File: src/rtl/assert_macros.svh
// Assertion macros shared by the RTL
`ifndef ASSERT_MACROS_SVH
`define ASSERT_MACROS_SVH

// clocked property check, disabled in reset
`define AHT_ASSERT(label, clk, rst_n, prop, msg) \
  label: assert property (@(posedge clk) disable iff (!rst_n) (prop)) else $error(msg);

// same check, also active during reset
`define AHT_ASSERT_ALWAYS(label, clk, prop, msg) \
  label: assert property (@(posedge clk) (prop)) else $error(msg);

`endif

File: src/rtl/aht_ram.sv
// ----------------------------------------------------------------------------
// aht_ram
// Generic single-port-write, single-read RAM with registered read data.
// ----------------------------------------------------------------------------
module aht_ram #(
  parameter int unsigned Width = 8,
  parameter int unsigned Depth = 16
) (
  input  logic                     clk_i,
  input  logic                     we_i,
  input  logic [$clog2(Depth)-1:0] waddr_i,
  input  logic [Width-1:0]         wdata_i,
  input  logic [$clog2(Depth)-1:0] raddr_i,
  output logic [Width-1:0]         rdata_o
);

  logic [Width-1:0] mem_q [Depth];

  always_ff @(posedge clk_i) begin
    if (we_i) begin
      mem_q[waddr_i] <= wdata_i;
    end
    rdata_o <= mem_q[raddr_i];
  end

endmodule

File: config.mk
export PLATFORM = sky130hd
export DESIGN_NAME = aht_ram
export DESIGN_NICKNAME = d
export VERILOG_FILES = /design/src/rtl/assert_macros.svh /design/src/rtl/aht_ram.sv
export SDC_FILE = /design/constraint.sdc
export NUM_CORES = 1
export LEC_CHECK = 0
export ABC_AREA = 0
export BUFFER_PORTS_ARGS = -buffer_cell sky130_fd_sc_hd__buf_2
export CORE_MARGIN = 8
export CORE_UTILIZATION = 35
export CTS_BUF_LIST = sky130_fd_sc_hd__clkbuf_16
export CTS_CLUSTER_DIAMETER = 120
export CTS_CLUSTER_SIZE = 10
export DETAILED_ROUTE_END_ITERATION = 10
export PLACE_DENSITY = 0.57
export SLEW_MARGIN = 20
export SYNTH_ARGS = -nofsm -noshare
export SYNTH_HDL_FRONTEND = slang
export SYNTH_SLANG_ARGS = --single-unit
File: constraint.sdc
create_clock -name clk_i -period 2.25 [get_ports clk_i]
set_clock_uncertainty 0.2 [all_clocks]
set_input_delay 0.1125 -clock clk_i [delete_from_list [all_inputs] [get_ports clk_i]]
set_output_delay 0.1125 -clock clk_i [all_outputs]
set_load 0.02 [all_outputs]
==> flow_metrics.py, run 1 <==
metrics = {
    "status": {
        "status": "finished clean",
    },
    "synth": {
        "ys.flop_type": "edfxtp_1",
        "synth_top_area_share_pct": 74.7,
        "synth_cell_type_count": 19,
        "syn_inst": 229,
        "synth_warnings": 0,
        "synth_area_leaders": "edfxtp_1 75%, mux4_2 7.9%, mux4_1 7.1%",
        "yosysSeqAreaShare_pct": 77.8,
        "postSynthAreaPerCell_um2": 22.5,
        "async_flop_share_pct": 0,
        "synth_most_common_cell": "edfxtp_1",
        "yosys.area.top_type": "edfxtp_1",
        "synth.net_count": 247,
        "synth.ff_latch_count": 136,
        "synth_common_cells": "128 x edfxtp_1, 18 x mux4_2, 16 x a22oi_1",
        "synth-edff-count": 128,
        "syn_area_um2": 5150,
    },
    "floorplan": {
        "initial_utilization_pct": 35.6,
        "dieArea_um2": 18800,
        "rows": 44,
        "die_w_um": 137,
        "dieHeight_um": 137,
        "ios": 26,
        "core_um2": 14500,
    },
    "critical_path": {
        "worstPathCellList": "mux4_1 -> a22oi_1 -> nand2_1",
        "arrival_ps": 1600,
        "max_stage_delay_ps": 500,
        "critPathMaxFanout": 1,
        "critical_path_class": "reg2reg",
        "endpoint_kind": "flip-flop",
        "crit_start": "mem_q[1][5]$_DFFE_PP_",
        "r2r_start": "mem_q[1][5]$_DFFE_PP_",
        "slowest_stage": "mux4_1",
        "cp-start-kind": "flip-flop",
        "crit_required_ps": 2340,
    },
    "routing": {
        "drc_errors": 0,
        "final_antenna_net_count": 0,
        "vias": 2415,
        "routedWlPerCell_um": 20.4,
        "drt-total-wl_um": 9940,
        "first_pass_iters": 4,
        "first_iter_violations": 275,
        "vias_per_cell": 4.96,
    },
    "grt": {
        "grt_max_degree": 33,
        "grt_overflow": 0,
        "antenna_found_initial": 0,
        "grt_pass1_vias": 2638,
        "grt_pass1_wl_um": 15800,
        "grt_use_total_pct": 11.8,
    },
    "final_layout": {
        "fin_area_um2": 6300,
        "nets": 308,
        "multi_input_area_um2": 1060,
        "drive_above_1_share_pct": 30.4,
        "fillers": 1242,
        "area_growth_syn_to_layout_pct": 22.4,
        "regArea_um2": 4000,
        "antenna_cells": 0,
    },
    "cts": {
        "cts_buffers": 17,
        "cts_tree": "built",
        "htree_num_levels": 4,
        "cts_setup_buffers": 0,
        "cts_sinks": 136,
        "cts.clk_slew.worst_paths_ps": 60,
        "cts_buffer_depth": 2,
        "root_buffer": "clkbuf_16",
        "clk_latency_ps": 410,
    },
    "timing": {
        "finalSetupViolCount": 0,
        "slew_headroom_pct": 52.1,
        "finalHoldViolations": 0,
        "slew_violations": 0,
        "finalSetupTns_ps": 0,
        "rsz0062_at_grt": "false",
        "tightest_slew_ps": 715,
        "min_period_ps": 1510,
        "post-route-period-util_pct": 67.2,
        "max_freq_mhz": 661,
    },
    "power": {
        "leakage_nw": 2.14,
        "ir_drop_uv": 646,
        "pwr_density_cell_nw_per_um2": 965,
    },
    "place": {
        "dp_hpwl_um": 6570,
        "io_buffers": 25,
        "placed_area_um2": 5580,
        "place_congestion": 0.704,
    },
    "flow_run": {
        "max-cap-violations": 0,
    },
    "min_path": {
        "min_path_type": "in2reg",
        "worstHoldStart": "waddr_i[0]",
    },
}
## cell usage in the layout, fill, tap and decap left out, drive strengths merged
master       count
nand2b           2
clkbuf          17
nor2            13
clkinv           5
nand3b           2
nor2b            1
a22oi           16
inv              1
bufinv           5
dfxtp            8
and2             1
edfxtp         128
and2b            1
buf             44
dlygate4sd3      8
nor3             4
mux4            32
nand3            1
nand2            9
clkinvlp         4
or3b             1
## area by class of cell
type / count / area share (%)
tap: 184 / 3.65
clock inverter: 15 / 3.34
timing repair buffer: 52 / 5.92
clock buffer: 17 / 6.75
multi-input combinational: 83 / 16.8
sequential: 136 / 63.6
## critical path: cells and delay by family, from the launching register on
family | cells | cell delay, ps
AO/OA/AOI/OAI | 1 | 240
AND/OR/NAND/NOR | 1 | 90
flip-flops | 1 | 360
multiplexers | 1 | 500
## stage by stage
stage / hold slack, ps / setup slack (ps) / instances / total power [W] / utilization [%]
floorplan: 11.4 / 445 / 229 / 0.00306 / -
global placement: 303 / 483 / 447 / 0.00318 / 38.6
detailed placement: 313 / 489 / 447 / 0.00319 / 38.6
global route: 86.4 / 653 / 487 / 0.00626 / 43.5
finish: 78.5 / 738 / 487 / 0.00608 / 43.5
CTS: 65.2 / 730 / 487 / 0.00613 / 43.5
## layer usage
metal | vias up | wire, um | GRT usage (%)
met5 | - | 0 | 0
met4 | 0 | 150 | 4.89
met3 | 14 | 509 | 3.10
met2 | 61 | 4690 | 18.5
met1 | 1246 | 4590 | 15.3
li1 | 1094 | - | -
## where the power goes
| part | internal (W) | switching, W |
|---|---|---|
| Sequential | 0.00283 | 0.0000200 |
| Combinational | 0.000123 | 0.000163 |
| Clock | 0.00195 | 0.000992 |
## what timing repair did
action	CTS	global route
hold endpoints to repair	128	0
gates resized for setup	0	0
hold buffers	8	0
## logic make-up (layout without fill, tap and decap cells)
family | count (synthesis) | count (layout) | synth area share [%]
AO/OA/AOI/OAI | 16 | 16 | 2.33
multiplexers | 32 | 32 | 15.0
buffers and inverters | 10 | 84 | 1.68
AND/OR/NAND/NOR | 35 | 35 | 3.18
flip-flops | 136 | 136 | 77.8
## worst paths after layout
check                                to  slack [ps]  depth (start not counted)
setup / recovery     rdata_o[5]$_DFF_P_         740                          3
hold / removal    mem_q[4][0]$_DFFE_PP_          80                          3
setup reg to reg     rdata_o[5]$_DFF_P_         740                          3
hold reg to reg      rdata_o[3]$_DFF_P_         470                          3
## sequential cells by signal, summed over array words and instances (netlist names)
signal   flops
mem_q      128
rdata_o      8
No activity file was read; power rests on OpenSTA's default activity.
==> run 2: changes to the inputs <==
Clock period 2.25 ns to 1.45 ns, I/O delays scaled along.
==> flow_metrics.py, run 2 (synthesized netlist as in run 1, its figures left out) <==
metrics = {
    "status": {
        "failed_checks": "setup timing",
        "status": "finished with violations",
    },
    "power": {
        "pwr_density_cell_nw_per_um2": 1430,
        "combPwrFrac_pct": 5.7,
        "intPower_w": 0.00730,
        "pwr-share-clk_pct": 46.0,
        "switching_share_pct": 20.3,
        "seqPwrFrac_pct": 48.3,
        "ir_drop_uv": 900,
        "p_sw_w": 0.00186,
        "leakage_nw": 2.14,
    },
    "final_layout": {
        "fillers": 1248,
        "top_regs": "mem_q x128, rdata_o x8",
        "drive_above_1_share_pct": 41.2,
        "layout_commonest_cell": "edfxtp_1",
        "layout_common_cells": "128 x edfxtp_1, 31 x mux4_2, 25 x buf_2",
        "nets": 318,
        "regMostFlops": "mem_q",
        "regArea_um2": 4000,
        "antenna_cells": 0,
        "multi_input_area_um2": 1080,
        "area_growth_syn_to_layout_pct": 24.3,
        "largest_reg_flops": 128,
    },
    "timing": {
        "finalSetupViolCount": 2,
        "finalSetupTns_ps": -43.3,
        "slew_headroom_pct": 41.0,
        "rsz0062_at_grt": "true",
        "max_freq_mhz": 675,
        "whs_ps": 41.9,
        "post-route-period-util_pct": 102,
        "fin_ws_ps": -30.4,
        "finalHoldViolations": 0,
        "slew_violations": 0,
        "min_period_ps": 1480,
        "tightest_slew_ps": 882,
    },
    "grt": {
        "grtUsageMet3_pct": 4.16,
        "grt_util_met1_pct": 16.3,
        "grt_pass1_wl_um": 16000,
        "grt_overflow": 0,
        "antenna_found_initial": 0,
        "grt-busiest-layer": "met2",
        "grt_use_total_pct": 12.0,
        "grt_max_degree": 20,
        "grt_pass1_vias": 2660,
        "grtUsageMet2_pct": 17.6,
    },
    "routing": {
        "routedWlPerCell_um": 20.9,
        "first_iter_violations": 188,
        "vias": 2472,
        "drc_errors": 0,
        "drt-total-wl_um": 10400,
        "final_antenna_net_count": 0,
        "first_pass_iters": 4,
        "vias_per_cell": 4.97,
    },
    "cts": {
        "cts_buffer_depth": 2,
        "htree_num_levels": 4,
        "clk_latency_ps": 410,
        "cts_sinks": 136,
        "cts.clk_slew.worst_paths_ps": 60,
        "cts_buffers": 17,
        "cts_setup_buffers": 0,
        "cts_tree": "built",
        "root_buffer": "clkbuf_16",
    },
    "critical_path": {
        "critPathMaxFanout": 1,
        "endpoint_kind": "flip-flop",
        "cp-start-kind": "flip-flop",
        "arrival_ps": 1570,
        "crit_required_ps": 1540,
        "critical_path_class": "reg2reg",
    },
    "floorplan": {
        "dieHeight_um": 137,
        "core_um2": 14500,
        "initial_utilization_pct": 35.6,
        "ios": 26,
        "rows": 44,
        "die_w_um": 137,
        "dieArea_um2": 18800,
    },
    "flow_run": {
        "max-cap-violations": 0,
    },
    "place": {
        "dp_hpwl_um": 6600,
        "io_buffers": 25,
        "place_congestion": 0.703,
    },
    "min_path": {
        "min_path_type": "in2reg",
    },
}
[run 2: cell count changes in the layout (fill, tap and decap cells not counted), sizes merged]
cell      previous run  this run
bufinv               5         3
buf                 44        54
clkinv               5         9
inv                  1         0
clkinvlp             4         3
[run 2: cell type report]
cell class / count / share of cell area [%]
Multi-Input combinational cell: 83 / 16.9
Clock inverter: 15 / 2.50
Clock buffer: 17 / 6.65
Timing Repair Buffer: 62 / 7.79
Tap cell: 184 / 3.60
Sequential cell: 136 / 62.6
[run 2: through the flow]
step	area, um^2	cells	util [%]	total power, W	setup slack (ps)
finish	6400	497	44.2	0.00916	-30.4
global route	6400	497	44.2	0.00946	-64.2
CTS	6390	497	44.2	0.00923	-42.4
detailed placement	5720	457	39.5	0.00499	-277
global placement	5720	457	39.5	0.00498	-292
floorplan	5160	229	-	0.00475	-88.6
[run 2: layer usage]
layer  up-vias  share of wire [%]
li1       1104                  -
met1      1296                 48
met2        62                 46
met3        10                4.7
met4         0                1.2
met5         -                  0
[run 2: repair_timing]
item,in CTS,in global routing
hold buffers,8,0
gates resized for setup,21,4
pin swaps,9,5
endpoints found under the setup margin,8,8
endpoints found under the hold margin,128,0
cloned,0,0
[run 2: power groups by stage]
stage	Clock (W)	Sequential [W]	Combinational, W
3_3_place_gp	0	0.00450	0.000479
6_report	0.00421	0.00442	0.000524
4_1_cts	0.00428	0.00442	0.000530
3_5_place_dp	0	0.00450	0.000488
2_1_floorplan	0	0.00453	0.000224
5_1_grt	0.00446	0.00443	0.000569
[run 2: worst paths after layout]
| kind | cells past startpoint | startpoint | slack [ps] | endpoint |
|---|---|---|---|---|
| max reg2reg | 3 | mem_q[3][7]$_DFFE_PP_ | -30 | rdata_o[7]$_DFF_P_ |
| max | 3 | mem_q[3][7]$_DFFE_PP_ | -30 | rdata_o[7]$_DFF_P_ |
| min | 3 | waddr_i[1] | 40 | mem_q[0][6]$_DFFE_PP_ |
| min reg2reg | 3 | mem_q[14][2]$_DFFE_PP_ | 470 | rdata_o[2]$_DFF_P_ |
[run 2: worst max-delay path, cell delays in order (launching register included)]
cell      delay (ps)
edfxtp_1         370
mux4_2           480
a22oi_2          210
nand2_2          100
==> run 3: changes to the inputs <==
--- a/config.mk
+++ b/config.mk
@@ -15,4 +15,5 @@
 export DETAILED_ROUTE_END_ITERATION = 10
 export PLACE_DENSITY = 0.57
+export RECOVER_POWER = 25
 export SLEW_MARGIN = 20
 export SYNTH_ARGS = -nofsm -noshare
--- a/constraint.sdc
+++ b/constraint.sdc
@@ -3,3 +3,3 @@
 set_input_delay 0.0725 -clock clk_i [delete_from_list [all_inputs] [get_ports clk_i]]
 set_output_delay 0.0725 -clock clk_i [all_outputs]
-set_load 0.02 [all_outputs]
+set_load 0.05 [all_outputs]
==> flow_metrics.py, run 3 (synthesized netlist as in run 1, its figures left out) <==
metrics = {
    "cts": {
        "htree_num_levels": 4,
        "cts_sinks": 136,
        "cts_setup_buffers": 0,
        "cts_buffer_depth": 2,
        "clk_latency_ps": 410,
        "cts_tree": "built",
        "cts_buffers": 17,
        "cts.clk_slew.worst_paths_ps": 60,
        "root_buffer": "clkbuf_16",
    },
    "critical_path": {
        "rr_endpoint": "rdata_o[7]$_DFF_P_",
        "crit_start": "mem_q[3][7]$_DFFE_PP_",
        "cp-start-kind": "flip-flop",
        "endpoint": "rdata_o[7]$_DFF_P_",
        "crit_required_ps": 1540,
        "slowest_stage": "mux4_2",
        "endpoint_kind": "flip-flop",
        "r2r_start": "mem_q[3][7]$_DFFE_PP_",
        "r2r_setup_slack_ps": -30,
        "critical_path_class": "reg2reg",
        "worst-path-stages": 3,
        "worstRegToRegCells": 3,
        "cpLargestDelayFamily": "multiplexers",
        "critical_path_buf_inv_count": 0,
        "worstPathCellList": "mux4_2 -> a22oi_2 -> nand2_2",
        "max_stage_delay_ps": 480,
        "arrival_ps": 1570,
        "critPathMaxFanout": 1,
    },
    "routing": {
        "dr.max_layer_used": "met4",
        "vias_per_cell": 4.96,
        "routedWlPerCell_um": 20.9,
        "drt-total-wl_um": 10400,
        "drc_errors": 0,
        "first_pass_iters": 4,
        "final_antenna_net_count": 0,
        "wl_met2_um": 4840,
        "m1WireLength_um": 4890,
        "wl_met3_um": 521,
        "vias": 2464,
        "first_iter_violations": 186,
    },
    "timing": {
        "max_freq_mhz": 674,
        "post-route-period-util_pct": 102,
        "slew_violations": 0,
        "tightest_slew_ps": 879,
        "finalSetupViolCount": 2,
        "whs_ps": 41.7,
        "fin_ws_ps": -33.0,
        "rsz0062_at_grt": "true",
        "slew_headroom_pct": 41.2,
        "finalSetupTns_ps": -46.5,
        "finalHoldViolations": 0,
        "min_period_ps": 1480,
    },
    "grt": {
        "grt_pass1_wl_um": 16000,
        "grt_use_total_pct": 12.0,
        "antenna_found_initial": 0,
        "grt_pass1_vias": 2660,
        "grt_max_degree": 20,
        "grt_overflow": 0,
    },
    "flow_run": {
        "max-cap-violations": 0,
    },
    "floorplan": {
        "dieArea_um2": 18800,
        "dieHeight_um": 137,
        "ios": 26,
        "core_um2": 14500,
        "die_w_um": 137,
        "initial_utilization_pct": 35.6,
        "rows": 44,
    },
    "final_layout": {
        "antenna_cells": 0,
        "largest_reg_flops": 128,
        "layout_common_cells": "128 x edfxtp_1, 31 x mux4_2, 21 x buf_2",
        "drive_above_1_share_pct": 39.0,
        "layout_commonest_cell": "edfxtp_1",
        "fillers": 1252,
        "regMostFlops": "mem_q",
        "area_growth_syn_to_layout_pct": 23.9,
        "top_regs": "mem_q x128, rdata_o x8",
        "nets": 318,
    },
    "power": {
        "ir_drop_uv": 902,
        "pwr_density_cell_nw_per_um2": 1440,
        "leakage_nw": 2.11,
    },
    "status": {
        "failed_checks": "setup timing",
        "status": "finished with violations",
    },
    "min_path": {
        "min_path_type": "in2reg",
    },
    "place": {
        "place_congestion": 0.703,
        "dp_hpwl_um": 6600,
        "io_buffers": 25,
    },
}
## run 3: changes by cell type in the layout (fill, tap and decap cells not counted), sizes merged
cell and delta:
buf -8, clkbuf +8
## run 3: worst min path at each step
stage | start | endpoint | slack [ps] | cells past startpoint
2_1_floorplan | wdata_i[0] | mem_q[0][0]$_DFFE_PP_ | -30 | 0
3_3_place_gp | wdata_i[4] | mem_q[6][4]$_DFFE_PP_ | 260 | 1
3_5_place_dp | wdata_i[1] | mem_q[14][1]$_DFFE_PP_ | 270 | 1
4_1_cts | waddr_i[1] | mem_q[0][6]$_DFFE_PP_ | 30 | 3
5_1_grt | waddr_i[1] | mem_q[0][6]$_DFFE_PP_ | 50 | 3
6_report | waddr_i[1] | mem_q[0][6]$_DFFE_PP_ | 40 | 3
## run 3: cell type report
cell class | instances | area, um^2 | area share [%]
Sequential cell | 136 | 4000 | 62.8
Multi-Input combinational cell | 83 | 1080 | 16.9
Timing Repair Buffer | 62 | 479 | 7.51
Clock buffer | 17 | 425 | 6.67
Tap cell | 184 | 230 | 3.61
Clock inverter | 15 | 160 | 2.51
## run 3: repair_timing
| action | CTS | global route |
|---|---|---|
| setup endpoints to repair | 8 | 8 |
| hold buffers | 8 | 0 |
| pin swaps | 9 | 5 |
| gates resized for setup | 21 | 4 |
| hold endpoints to repair | 128 | 0 |
## run 3: routing by layer
layer	vias to the layer above	global-route usage, %
met5	-	0
met4	0	4.16
met3	9	4.16
met2	63	17.6
met1	1288	16.3
li1	1104	-
## run 3: tightest hold or removal path, cell delays in order
cell    delay, ps
buf_2         160
nor3_2         60
buf_4         170
## run 3: report_power, final
| group | total [W] | switching, W | internal (W) |
|---|---|---|---|
| registers | 0.00442 | 0.0000272 | 0.00440 |
| clock network | 0.00421 | 0.00154 | 0.00267 |
| logic | 0.000580 | 0.000347 | 0.000233 |
## run 3: stage by stage
step	utilization [%]	worst slack (ps)	instance area (um^2)	power, W	cells
2_1_floorplan	-	-88.6	5160	0.00481	229
3_3_place_gp	39.5	-292	5720	0.00504	457
3_5_place_dp	39.5	-277	5720	0.00505	457
4_1_cts	44.2	-42.4	6390	0.00929	497
5_1_grt	44.0	-64.2	6380	0.00952	497
6_report	44.0	-33.0	6380	0.00921	497
